`config.mk`:
```
export PLATFORM = sky130hd
export DESIGN_NAME = cvkf_mul
export DESIGN_NICKNAME = d
export VERILOG_FILES = /design/src/hdl/cvkf_pkg.sv /design/src/hdl/cvkf_mul.sv
export SDC_FILE = /design/constraint.sdc
export NUM_CORES = 2
export LEC_CHECK = 0
export BUFFER_PORTS_ARGS = -buffer_cell sky130_fd_sc_hd__buf_4
export CORE_MARGIN = 2
export CORE_UTILIZATION = 40
export CTS_BUF_LIST = sky130_fd_sc_hd__clkbuf_16
export DETAILED_ROUTE_END_ITERATION = 16
export PLACE_DENSITY = 0.56
export SYNTH_ARGS = -nofsm -noshare
export SYNTH_HDL_FRONTEND = slang
export SYNTH_SLANG_ARGS = --single-unit
```
`constraint.sdc`:
```
create_clock -name aclk -period 11.9 [get_ports aclk]
set_clock_uncertainty 0.15 [all_clocks]
set_input_delay 2.38 -clock aclk [delete_from_list [all_inputs] [get_ports aclk]]
set_output_delay 2.38 -clock aclk [all_outputs]
set_load 0.02 [all_outputs]
```
`src/hdl/cvkf_pkg.sv`:
```
// ----------------------------------------------------------------------------
// cvkf_pkg
// Shared types, codes and saturation helpers for the track filter.
// ----------------------------------------------------------------------------
package cvkf_pkg;

    typedef logic signed [31:0] word_t;
    typedef logic signed [63:0] wide_t;

    localparam int CFG_IDX_W = 3;

    localparam logic [CFG_IDX_W-1:0] CFG_NOISE_POS = 3'd0;
    localparam logic [CFG_IDX_W-1:0] CFG_NOISE_VEL = 3'd1;
    localparam logic [CFG_IDX_W-1:0] CFG_MEAS_X    = 3'd2;
    localparam logic [CFG_IDX_W-1:0] CFG_MEAS_Y    = 3'd3;
    localparam logic [CFG_IDX_W-1:0] CFG_MEAS_VX   = 3'd4;
    localparam logic [CFG_IDX_W-1:0] CFG_MEAS_VY   = 3'd5;
    localparam logic [CFG_IDX_W-1:0] CFG_STEP_MIN  = 3'd6;
    localparam logic [CFG_IDX_W-1:0] CFG_STEP_MAX  = 3'd7;

    localparam logic [1:0] MODE_INIT    = 2'd0;
    localparam logic [1:0] MODE_PREDICT = 2'd1;
    localparam logic [1:0] MODE_UPDATE  = 2'd2;

    localparam word_t WORD_MAX = 32'sh7FFF_FFFF;
    localparam word_t WORD_MIN = 32'sh8000_0000;

    function automatic wide_t ext(input word_t w);
        return {{32{w[31]}}, w};
    endfunction

    function automatic word_t sat32(input wide_t v);
        word_t r;
        if (v > ext(WORD_MAX)) begin
            r = WORD_MAX;
        end else if (v < ext(WORD_MIN)) begin
            r = WORD_MIN;
        end else begin
            r = v[31:0];
        end
        return r;
    endfunction

    function automatic logic class_valid(input logic [4:0] c);
        return (c >= 5'd1 && c <= 5'd7) || (c >= 5'd15 && c <= 5'd17) ||
               (c >= 5'd20 && c <= 5'd21);
    endfunction

endpackage

```
`src/hdl/cvkf_mul.sv`:
```
// ----------------------------------------------------------------------------
// cvkf_mul
// Shared 32x32 multiplier: registered product, then rounded fixed point.
// ----------------------------------------------------------------------------
module cvkf_mul #(
    parameter int FRAC_BITS = 16
) (
    input  logic            aclk,
    input  cvkf_pkg::word_t a,
    input  cvkf_pkg::word_t b,
    output cvkf_pkg::wide_t prod,
    output cvkf_pkg::wide_t rnd
);
    import cvkf_pkg::*;

    localparam logic [63:0] HALF = 64'd1 << (FRAC_BITS - 1);

    wide_t       p_reg;
    wide_t       rnd_reg;
    logic [63:0] mag;
    logic [63:0] mag_r;

    always_comb begin
        mag   = p_reg[63] ? (~p_reg + 64'd1) : p_reg;
        mag_r = (mag + HALF) >> FRAC_BITS;
    end

    always_ff @(posedge aclk) begin
        p_reg   <= a * b;
        rnd_reg <= p_reg[63] ? -$signed(mag_r) : $signed(mag_r);
    end

    assign prod = p_reg;
    assign rnd  = rnd_reg;

endmodule

```
# --- After elaboration in Yosys (flattened, before gate mapping) ---
# Index checks and enable logic that the tools add are counted.
op_classes:
  n_addsub: 3
  n_bitwise: 1
  mul: 1
  mux: 2
op_table:
  columns: ["op", "n"]
  rows:
  - ["$add 64x1->64 const B", 1]
  - ["$add 64x16->64 const B", 1]
  - ["$mul 32x32->64", 1]
  - ["$mux 64", 1]
  - ["$neg 48->64", 1]
  - ["$not 64->64", 1]
  - ["$mux 48", 1]
word_totals:
  out_inout_bits: 128
  ff_bits: 128
  input_bits: 65

# --- Logic depth before layout (Yosys ltp) ---
depth:
  depth_word: 6
  depth_mapped: 31
  ltp_nobuf: 29

# --- Least setup slack after synthesis ---
# OpenSTA, ideal clock, no wires.
synth_path:
  path_kind: "input -> register"
  start: "in b[8]"
  end: "reg p_reg[62], in the netlist prod[62]"
  path_buffers: 1
  arrival_time_ps: 9797
  path_slack_ps: 1881
  path_stages: 26
  setup_ps: 72
  cell_sequence: "clkbuf_1 -> nand2_1 -> fa_1 -> fa_1 -> fa_1 -> fa_1 -> fa_1 -> inv_1 -> fa_1 -> fa_1 -> inv_1 -> fa_1 -> inv_1 -> ha_1 -> and3_1 -> nand4_1 -> nor3_1 -> a22o_1 -> a2111oi_0 -> a21oi_1 -> o31ai_1 -> a21oi_1 -> a41oi_1 -> a31oi_1 -> a311oi_1 -> xnor2_1"
synth_via:
  elab_chain_cells: 1
synth_lines:
  columns: ["item", "line", "source"]
  rows:
  - ["start, declared", "cvkf_mul.sv:10", "input cvkf_pkg::word_t b,"]
  - ["$mul 32x32->64", "cvkf_mul.sv:29", "p_reg <= a * b;"]
  - ["end signal, assigned", "cvkf_mul.sv:29", null]
  - ["end, declared", "cvkf_mul.sv:18", "wide_t p_reg;"]
# Every way passes these cells.
# A chain may end at the register's enable or synchronous reset.

# --- Final worst setup path ---
layout_path:
  start: "in a[16]"
  end: "reg p_reg[62], in the netlist prod[62]"
layout_via:
  elab_chain_cells: 1
layout_lines:
  columns: ["item", "line", "source"]
  rows:
  - ["start, declared", "cvkf_mul.sv:9", "input cvkf_pkg::word_t a,"]
  - ["$mul 32x32->64", "cvkf_mul.sv:29", null]
# Every way passes these cells.

==> results.md <==
STA:
- The minimum clock period is 10.70 ns.
- Setup violations remaining at the end of the flow were counted as 0.
- The total count of hold-check failures in the final report is 0.
- The actual transition at the worst max-transition pin is ~1.1 ns.
- Adding up every negative setup slack in the final design gives 0 ns.
- Headroom to the max-slew limit came out at 0.2774.
- For this run, the top clock speed supported by timing is 0.09344 GHz.
- The tightest hold margin is 0.5399 ns.
- The count of final max-slew check failures is 0.
- In the finished design, the share of the clock period the worst path needs comes to 0.8994.
- Setup repair after global routing left no endpoint under its margin.

Final layout:
- The repair_antennas step left the layout with diodes totalling 0.
- The share of post-route cells with drive strength above 1 is 0.05719.
- The post-route cell area is approximately 47000 um^2.
- The net count of the finished layout is 6066.
- The area growth from synthesis to layout is 6.904%.

Global route:
- Entering global routing, the biggest net connects 50 pins.
- The number of global-route vias before repair is 33490.
- The most utilized layer in the global route result is met2.
- The total congestion overflow is 0.
- The initial antenna violation count is 2.
- The met1 track demand over resource in global routing is 0.3549.
- The met2 demand-to-capacity share in global routing is 0.3579.
- The all-layer global routing usage is 0.2372.
- The first-pass GRT wire length is 204900 um.
- The met3 routing resource usage after global routing is 0.05077.

Logic synthesis:
- The number of enable flip-flop cells after synthesis is 0.
- Synthesis inferred 128 register bits.
- By area the synthesized netlist is led by sky130_fd_sc_hd__fa_1 50%, sky130_fd_sc_hd__inv_1 8.6%, sky130_fd_sc_hd__and2_1 7.7%, sky130_fd_sc_hd__dfxtp_1 5.9%, sky130_fd_sc_hd__ha_1 5.3%.
- sky130_fd_sc_hd__fa_1 is the most common cell in the netlist.
- For this run, the register share of the synthesized area comes to 0.05864.
- The dominant synthesized flop cell is sky130_fd_sc_hd__dfxtp_1.
- The average footprint of a synthesized cell is 9.189 um^2.
- Synthesis produced 4755 cells.
- The number of nets in the synthesized netlist is 6088.
- The total of warnings raised by yosys is 0.
- Of all flip-flops after synthesis, the portion carrying an async set or reset was 0.
- The share of synthesized area in the top cell type comes to 0.4957.
- The count of different cell masters after synthesis is 87.
- The area of the mapped netlist is about 44000 um^2.
- The largest area contributor in the synthesized netlist is sky130_fd_sc_hd__fa_1.
- The commonest cells after synthesis are 1082 x sky130_fd_sc_hd__fa_1, 996 x sky130_fd_sc_hd__inv_1, 563 x sky130_fd_sc_hd__nand2_1, 536 x sky130_fd_sc_hd__and2_1, 248 x sky130_fd_sc_hd__clkbuf_1.

CTS:
- The number of setup buffers added after CTS is 0.
- Buffers inserted during clock tree synthesis total 25.
- The number of buffers added to fix hold violations after cts is 0.
- In this run the clock root is driven by a sky130_fd_sc_hd__clkbuf_16.
- The CTS tree is yes.
- The longest clock path from root to sink contains 3 buffers.
- The number of levels in the clock H-tree is 4.
- At the later pin of the worst-skew pair, clock insertion delay measures 0.49 ns.
- The number of cells upsized or downsized after cts is 0.
- The clock net in this run drives a total of 128 sinks.
- Clock-pin slew was measured on the worst setup and hold paths at approximately 0.060 ns.

Drt:
- The count of TritonRoute iterations in the first routing pass is 5.
- The first routing iteration left 2167 violations.
- The final wirelength is around 130000 um.
- The number of nets still failing antenna checks after routing is 0.
- The ratio of routed vias to standard cells is 5.151.
- After detailed routing, the average wire length per cell comes to approximately 21 um.
- After detailed routing, the number of remaining DRC violations is 0.
- The routed layout has 31690 vias.

Floorplan:
- The floorplan step defined a core boundary enclosing 108600 um^2.
- 193 I/O pins were placed.
- The initial core utilization is 0.4025.
- The horizontal extent of the die is 334.5 um.
- The total die area is 111900 um^2.
- In this run the vertical extent of the chip is 334.5 um.
- The row count is 121.

Place:
- The routability-driven placement congestion ratio is around 0.9.
- The placed instances occupy a cell area of 46050 um^2.
- Detailed placement ended at an HPWL of 105600 um.
- The number of port buffers is 192.

Critical path:
- The type of the setup path with the least slack is primary input to flip-flop.
- The arrival time of data at the critical path endpoint is 10.98 ns.
- STA classifies the critical path endpoint as a flip-flop.
- The register-to-register setup slack is between 5 and 6 ns.
- The required time of the critical path is 12.17 ns.
- The category of the worst setup path launch point is a primary input.
- In this run the worst path has a maximum fanout of 32.

Worst hold path:
- The classification of the worst-slack hold path is flip-flop to flip-flop.

Job:
- The reported max-cap violation count is 0.

Outcome:
- The run finished with clean final reports.
-- cell type report --
type / count / area [um^2]
well taps: 1414 / 1769
repair buffers: 211 / 1584
clock buffers: 25 / 625.6
multi-input cells: 3370 / 36390
flip-flops and latches: 128 / 2566
fillers: 10580 / 61840
clock inverters: 8 / 38.79
inverters: 997 / 3742
-- cell families after synthesis --
logic type,after synthesis,synth area share
AND/OR/NAND/NOR,1484,0.1763
adder cells (fa/ha/maj),1268,0.5490
buffers and inverters,1257,0.1086
AO/OA/AOI/OAI,404,0.06308
XOR/XNOR,200,0.04072
flip-flops,128,0.05864
multiplexers,14,0.003608
-- stage by stage --
stage	setup WS, ns	util	instances
after floorplan	1.881	-	4755
after global placement	0.9335	0.4242	6120
after detailed placement	0.7186	0.4242	6120
after CTS	1.225	0.4303	6153
after global routing	0.5442	0.4303	6153
final	1.197	0.4303	6153
-- worst max-delay path: stages --
cell                        delay [ns]
sky130_fd_sc_hd__buf_4            0.33
sky130_fd_sc_hd__nand2_1          0.14
sky130_fd_sc_hd__fa_1             0.53
sky130_fd_sc_hd__fa_1             0.53
sky130_fd_sc_hd__fa_1             0.57
sky130_fd_sc_hd__fa_1             0.45
sky130_fd_sc_hd__fa_1             0.58
sky130_fd_sc_hd__inv_1            0.07
sky130_fd_sc_hd__fa_1             0.45
sky130_fd_sc_hd__fa_1             0.53
sky130_fd_sc_hd__inv_1            0.06
sky130_fd_sc_hd__fa_1             0.47
sky130_fd_sc_hd__inv_1            0.04
sky130_fd_sc_hd__ha_1             0.35
sky130_fd_sc_hd__and3_1           0.23
sky130_fd_sc_hd__nand4_1          0.16
sky130_fd_sc_hd__nor3_1           0.10
sky130_fd_sc_hd__a22o_1           0.25
sky130_fd_sc_hd__a2111oi_0        0.74
sky130_fd_sc_hd__a21oi_1          0.29
sky130_fd_sc_hd__o31ai_1          0.37
sky130_fd_sc_hd__a21oi_1          0.20
sky130_fd_sc_hd__a41oi_1          0.39
sky130_fd_sc_hd__a31oi_1          0.26
sky130_fd_sc_hd__a311oi_1         0.33
sky130_fd_sc_hd__xnor2_1          0.15
-- per-layer routing --
layer,up-vias,routed length (um)
met4,2,1771
met1,16360,60210
met3,99,10890
met2,1084,55540
met5,-,9
li1,14150,-
-- layout by cell type (no fill, tap or decap), types with 50 or more instances in the layout --
cell type | netlist | final
sky130_fd_sc_hd__o21ai_0 | 70 | 70
sky130_fd_sc_hd__xnor2_1 | 128 | 128
sky130_fd_sc_hd__and2_1 | 536 | 536
sky130_fd_sc_hd__fa_1 | 1082 | 1082
sky130_fd_sc_hd__dfxtp_1 | 128 | 127
sky130_fd_sc_hd__a21o_1 | 50 | 50
sky130_fd_sc_hd__nor2_1 | 84 | 84
sky130_fd_sc_hd__xor2_1 | 70 | 70
sky130_fd_sc_hd__nand2_1 | 563 | 563
sky130_fd_sc_hd__buf_4 | 1 | 211
sky130_fd_sc_hd__ha_1 | 186 | 186
sky130_fd_sc_hd__inv_1 | 996 | 997
sky130_fd_sc_hd__a21oi_1 | 102 | 102
-- worst paths after layout --
path	end	cells past startpoint	from
max	prod[62]	26	a[16]
min	rnd[41]	2	prod[57]
max reg2reg	rnd[44]	17	prod[10]
min reg2reg	rnd[41]	2	prod[57]
Power is left out: the tool's default activity adds up to more than one toggle a clock period on the data nets, which glitch-free logic cannot reach.
