==> src/hdl/cvkf_pkg.sv <==
// ----------------------------------------------------------------------------
// cvkf_pkg
// Shared types, codes and saturation helpers for the track filter.
// ----------------------------------------------------------------------------
package cvkf_pkg;

    typedef logic signed [31:0] word_t;
    typedef logic signed [63:0] wide_t;

    localparam int CFG_IDX_W = 3;

    localparam logic [CFG_IDX_W-1:0] CFG_NOISE_POS = 3'd0;
    localparam logic [CFG_IDX_W-1:0] CFG_NOISE_VEL = 3'd1;
    localparam logic [CFG_IDX_W-1:0] CFG_MEAS_X    = 3'd2;
    localparam logic [CFG_IDX_W-1:0] CFG_MEAS_Y    = 3'd3;
    localparam logic [CFG_IDX_W-1:0] CFG_MEAS_VX   = 3'd4;
    localparam logic [CFG_IDX_W-1:0] CFG_MEAS_VY   = 3'd5;
    localparam logic [CFG_IDX_W-1:0] CFG_STEP_MIN  = 3'd6;
    localparam logic [CFG_IDX_W-1:0] CFG_STEP_MAX  = 3'd7;

    localparam logic [1:0] MODE_INIT    = 2'd0;
    localparam logic [1:0] MODE_PREDICT = 2'd1;
    localparam logic [1:0] MODE_UPDATE  = 2'd2;

    localparam word_t WORD_MAX = 32'sh7FFF_FFFF;
    localparam word_t WORD_MIN = 32'sh8000_0000;

    function automatic wide_t ext(input word_t w);
        return {{32{w[31]}}, w};
    endfunction

    function automatic word_t sat32(input wide_t v);
        word_t r;
        if (v > ext(WORD_MAX)) begin
            r = WORD_MAX;
        end else if (v < ext(WORD_MIN)) begin
            r = WORD_MIN;
        end else begin
            r = v[31:0];
        end
        return r;
    endfunction

    function automatic logic class_valid(input logic [4:0] c);
        return (c >= 5'd1 && c <= 5'd7) || (c >= 5'd15 && c <= 5'd17) ||
               (c >= 5'd20 && c <= 5'd21);
    endfunction

endpackage

==> src/hdl/cvkf_div.sv <==
// ----------------------------------------------------------------------------
// cvkf_div
// Bit-serial rounded fixed-point divider with saturation.
// ----------------------------------------------------------------------------
module cvkf_div #(
    parameter int FRAC_BITS = 16
) (
    input  logic            aclk,
    input  logic            aresetn,
    input  logic            start,
    input  cvkf_pkg::word_t num,
    input  cvkf_pkg::word_t den,
    output logic            done,
    output cvkf_pkg::word_t quo
);
    import cvkf_pkg::*;

    localparam int NW = 32 + FRAC_BITS + 2;
    localparam int CW = $clog2(NW + 1);
    localparam logic [NW-1:0] POS_LIM = NW'(64'h7FFF_FFFF);
    localparam logic [NW-1:0] NEG_LIM = NW'(64'h8000_0000);

    logic          busy_reg;
    logic          done_reg;
    logic [CW-1:0] cnt_reg;
    logic          neg_reg;
    logic [NW-1:0] nsh_reg;
    logic [32:0]   d2_reg;
    logic [32:0]   rem_reg;
    logic [NW-1:0] q_reg;

    logic [31:0] mn;
    logic [31:0] md;
    logic [33:0] rem_s;
    logic [33:0] rem_d;
    logic        ge;

    always_comb begin
        mn    = num[31] ? (~num + 32'd1) : num;
        md    = den[31] ? (~den + 32'd1) : den;
        rem_s = {rem_reg, nsh_reg[NW-1]};
        rem_d = rem_s - {1'b0, d2_reg};
        ge    = rem_s >= {1'b0, d2_reg};
        if (neg_reg) begin
            quo = (q_reg > NEG_LIM) ? WORD_MIN : word_t'(~q_reg[31:0] + 32'd1);
        end else begin
            quo = (q_reg > POS_LIM) ? WORD_MAX : word_t'(q_reg[31:0]);
        end
    end

    always_ff @(posedge aclk) begin
        if (!aresetn) begin
            busy_reg <= 1'b0;
            done_reg <= 1'b0;
            cnt_reg  <= '0;
        end else begin
            done_reg <= 1'b0;
            if (start) begin
                busy_reg <= 1'b1;
                cnt_reg  <= CW'(NW);
                neg_reg  <= num[31] ^ den[31];
                nsh_reg  <= (NW'(mn) << (FRAC_BITS + 1)) + NW'(md);
                d2_reg   <= {md, 1'b0};
                rem_reg  <= '0;
                q_reg    <= '0;
            end else if (busy_reg) begin
                nsh_reg <= nsh_reg << 1;
                rem_reg <= ge ? rem_d[32:0] : rem_s[32:0];
                q_reg   <= {q_reg[NW-2:0], ge};
                cnt_reg <= cnt_reg - CW'(1);
                if (cnt_reg == CW'(1)) begin
                    busy_reg <= 1'b0;
                    done_reg <= 1'b1;
                end
            end
        end
    end

    assign done = done_reg;

    a_no_restart: assert property (@(posedge aclk) disable iff (!aresetn)
        start |-> !busy_reg) else $error("divider started while busy");

endmodule

==> config.mk <==
export PLATFORM = sky130hd
export DESIGN_NAME = cvkf_div
export DESIGN_NICKNAME = d
export VERILOG_FILES = /design/src/hdl/cvkf_pkg.sv /design/src/hdl/cvkf_div.sv
export SDC_FILE = /design/constraint.sdc
export NUM_CORES = 1
export LEC_CHECK = 0
export ABC_AREA = 1
export BUFFER_PORTS_ARGS = -buffer_cell sky130_fd_sc_hd__buf_2
export CORE_MARGIN = 5
export CORE_UTILIZATION = 60
export CTS_CLUSTER_SIZE = 8
export DETAILED_ROUTE_END_ITERATION = 8
export PLACE_DENSITY = 0.86
export REMOVE_ABC_BUFFERS = 1
export SLEW_MARGIN = 20
export SYNTH_ARGS = -nofsm -noshare
export SYNTH_HDL_FRONTEND = slang
export SYNTH_SLANG_ARGS = --single-unit
==> constraint.sdc <==
create_clock -name aclk -period 5.2 [get_ports aclk]
set_clock_uncertainty 0.2 [all_clocks]
set_input_delay 0.78 -clock aclk [delete_from_list [all_inputs] [get_ports aclk]]
set_output_delay 0.78 -clock aclk [all_outputs]
set_load 0.01 [all_outputs]
Word-level counts from Yosys, hierarchy flattened
Cells that the tools add are included.

Register bits: 174. Bits of input ports: 67. Output and inout port bits: 33. Word-level logic and storage cells: 46.

$add $sub $neg: 6. $lt $le $gt $ge: 3. Equality and inequality tests: 1. Multiplexer cells: 16. Bitwise logic cells: 6. Reductions and logical operators: 5.

Operator list (number): two-way mux 32 bit (5); two-way mux 50 bit (3); adder 32 x 1 -> 32 bit, second input constant (3); inverter 32 bit (3); two-way mux 33 bit (2); adder 49 x 32 -> 50 bit (1); > comparator 50 x 31 -> 1 bit, second input constant (1); > comparator 50 x 32 -> 1 bit, second input constant (1); >= comparator 34 x 33 -> 1 bit (1); subtractor 33 bit (1); two-way mux 6 bit (2); equality test 6 x 1 -> 1 bit, second input constant (1); subtractor 6 x 1 -> 6 bit, second input constant (1); two-way mux 1 bit (4); AND reduction 2 bit (2); OR reduction 3 bit (1); inverter 1 bit (2); nonzero test 2 bit (1); OR reduction 2 bit (1); XOR 1 bit (1).

Logic depth before layout (Yosys ltp)
Depth after elaboration: 5. Gate-level depth with buffers: 29. Depth with buffers taken out: 29.

Worst setup path after synthesis
No wires, ideal clock.

Path type: input -> register. Start point: in start. End point: reg nsh_reg[0], enable pin. Setup time: 0.497 ns. Arrival time: 3.992 ns. Data required time: 4.503 ns. Slack: 0.511 ns. Stages: 3. Path buffers: 1. Cell sequence: clkbuf_1 > nand2_1 > nand2_1.

Word-level cells in the longest chain between the ends: 2.

RTL lines: start: declaration (line cvkf_div.sv:10) `input logic start,`; nonzero test 2 bit (no source line); AND reduction 2 bit (no source line); end signal: assignment (line cvkf_div.sv:62) `nsh_reg <= (NW'(mn) << (FRAC_BITS + 1)) + NW'(md);`; end signal: assignment (line cvkf_div.sv:67) `nsh_reg <= nsh_reg << 1;`; end: declaration (line cvkf_div.sv:27) `logic [NW-1:0] nsh_reg;`.

Every way passes these cells. A chain may end at the register's enable or synchronous reset.

Worst setup path in the final report
Start point: in den[0]. End point: reg nsh_reg[44] (data pin).

Word-level cells in the longest chain between the ends: 5.

RTL lines: start: declaration (line cvkf_div.sv:12) `input cvkf_pkg::word_t den,`; inverter 32 bit (line cvkf_div.sv:40) `md = den[31] ? (~den + 32'd1) : den;`; adder 32 x 1 -> 32 bit (line cvkf_div.sv:40); two-way mux 32 bit (line cvkf_div.sv:40); via md[29] (line cvkf_div.sv:33) `logic [31:0] md;`; adder 49 x 32 -> 50 bit (line cvkf_div.sv:62); two-way mux 50 bit (line cvkf_div.sv:58) `if (start) begin`.

The timed path passes the listed nets, and every way through them passes these cells.

==> metrics <==
status=completed; clk root buf=clkbuf_16; Post-synth EDFFs=approximately 170; number of port buffers=99; Synth cell types=between 50 and 60; layout cells sized above 1=11.9%; clock transition at the registers of the reported paths=about 0.070 ns; vias per cell=5.66; layer with the highest usage=met2; Synth area leaders=edfxtp_1, nand2_1, inv_1, nor2_1, ha_1; pin count of the biggest net entering global routing=75; cts repair resizes=0; vias in the first global route=10300; grt ovf=0; Initial Util=61.0%; Power Density=between 300 and 400 nW/um^2; Global Route met2 Usage=41.2%; CP top delay family=simple AND/OR/NAND/NOR gates; global-route wire length before repair=between 40000 and 50000 um; met3 Use GR=4.05%; GPL Wtd Cong=approximately 0.95; initial antenna violation count=1; die area=23600 um^2; Synth area leader=edfxtp_1; TritonCTS clock tree=yes; Crit Path Class=in -> reg; # setup viols final=0; transition time of the tightest slew-check pin=1.04 ns; WL/cell=15.4 um; final core utilization=67.5%; Power Total=4240 uW; Critical Path Max Stage Delay=0.37 ns; CP startpoint=den[0]; row cnt=52; Required @ worst endpoint=5.31 ns; max frequency=0.216 GHz; Rel. slew slack=a little under a third; Die Height=154 um; clock sinks=~170; via count=10900; CP Launch Type=primary input; CTS Buf Count=17; slowest CP cell=ha_1; WP data arrival=4.74 ns; Crit. End Element=register; register area share after synthesis=41.6%; worst r2r path cells=14; Worst VDD drop=approximately 0.00024 V; Clock Latency Late Sink=~0.44 ns; reg-to-reg startpoint=rem_reg[2]; Critical Path Fanout Max=5; fin cells=1925; crit path capture=nsh_reg[44]; most frequent CP cell=nor2_1; I/O pins=100; Worst path depth=26; Synth warnings=0; Lkg Pwr=slightly above 0.006 uW; max-cap violation count=0; GR Util met1=33.8%; 1st-pass router iterations=5; setup_tns=0 ns; RSZ-0062 raised after global routing=false; Post-Syn Area per Cell=approximately 8 um^2; period utilisation layout=89.1%; commonest non-fill, non-tap cell in the layout=nand2_1; Hold-fix buffers, CTS=0; final hold viol count=0; Layout area overhead=10.6%; worst r2r dst=rem_reg[21]; H-tree lvl count=4; DR DRC count=0; Iteration-0 DRC Markers=around 1300; minimum clock period=about 4.6 ns; DP Cell Count=1892; Final Slew Violations=0; Yosys reg bits=174; dpl hpwl=approximately 22000 um; R2R setup slack=1.32 ns; most frequent cells in the layout=nand2_1, inv_1, nor2_1; predominant post-synthesis flop cell=edfxtp_1; die width=154 um; clock buffer depth=2; Total GRT Usage=about a quarter; Bufs and invs on worst path=4; # Post-CTS Setup Buffers=0; Post-Synthesis Cells=1555; Worst Hold Class=reg -> reg; nets@finish=1762; remaining antenna violation count after routing=0; Mapped Area=approximately 12000 um^2; total core area=slightly above 20000 um^2; Synth top area share=just over 40%; ys async rst share=0%; Routed WL=29600 um
[kinds of logic (layout without fill, tap and decap cells)]
| kind of cell | count (synthesis) | in the layout | share of synthesized area, % |
|---|---|---|---|
| buffers and inverters | 251 | 350 | 7.82 |
| muxes | 1 | 1 | 0.0809 |
| xor gates and xnor gates | 117 | 117 | 8.52 |
| other | 0 | 1 | 0 |
| and+or+nand+nor | 677 | 677 | 23.9 |
| adders and majority gates | 54 | 54 | 5.58 |
| AOI/OAI and AO/OA | 281 | 281 | 12.6 |
| DFF | 174 | 174 | 41.6 |
[worst min path at each step]
| stage | cells after the start | slack (ns) | startpoint | end |
|---|---|---|---|---|
| final | 2 | 0.32 | cnt_reg[4] | cnt_reg[4] |
| after global routing | 2 | 0.34 | nsh_reg[13] | nsh_reg[14] |
| after CTS | 2 | 0.32 | cnt_reg[4] | cnt_reg[4] |
| after detailed placement | 2 | 0.31 | cnt_reg[4] | cnt_reg[4] |
| after global placement | 2 | 0.29 | cnt_reg[4] | cnt_reg[4] |
| after floorplan | 2 | 0.28 | cnt_reg[4] | cnt_reg[4] |
[cell type report]
cell class	instances	area (um^2)
Clock buffer	23	468
Inverter	210	788
Multi-Input combinational cell	1130	6270
Tap cell	270	338
Timing Repair Buffer	108	576
Sequential cell	174	5140
Antenna cell	1	2.50
Clock inverter	9	103
Fill cell	1669	6610
[per-stage QoR]
stage | cell area (um^2) | hold WS (ns) | setup slack (ns)
2_1_floorplan | 12200 | 0.277 | 0.788
3_3_place_gp | 13100 | 0.294 | 0.458
3_5_place_dp | 13100 | 0.307 | 0.258
4_1_cts | 13700 | 0.316 | 0.641
5_1_grt | 13700 | 0.341 | 0.131
6_report | 13700 | 0.317 | 0.565
[layer usage]
metal	routed length [um]	vias to the layer above
met1	12900	5000
met4	700	0
met2	13900	484
met3	2040	68
met5	0	-
li1	-	5352
[worst register-to-register path: cells and delay by family, from the launching register on]
kind,cells,cell delay [ns]
adder cells (fa/ha/maj),1,0.38
flip-flops,1,0.40
AO/OA/AOI/OAI,4,0.83
buffers and inverters,1,0.20
AND/OR/NAND/NOR,8,1.60
[synthesized netlist by cell type, types with 3 or more instances]
cell type and instances:
nand3_2 4, nand3b_1 5, nor2_1 178, a21o_1 10, o21ai_0 126, xor2_1 73, nor3_1 21, inv_1 204
inv_2 5, nand2_2 8, nor4_1 13, a21oi_1 76, xor2_2 3, buf_1 3, nor3b_1 4, nand2_1 329
o21a_1 3, o21ai_2 3, nor3_2 3, edfxtp_1 166, nor2_4 5, a211oi_1 5, or2_2 7, dfxtp_1 8
o21ai_1 26, xnor2_1 40, nand4_1 18, nand3_1 62, ha_1 52, a31oi_1 12, buf_2 9, clkbuf_1 27
nor2_2 10, o31ai_1 6
[report_power, final]
part | internal, uW | total (uW) | switching, uW
logic | 416 | 1170 | 755
clock network | 698 | 1260 | 560
registers | 1730 | 1810 | 75.8
total | 2840 | 4240 | 1390
Note: power is estimated with default switching activity, not from simulation.
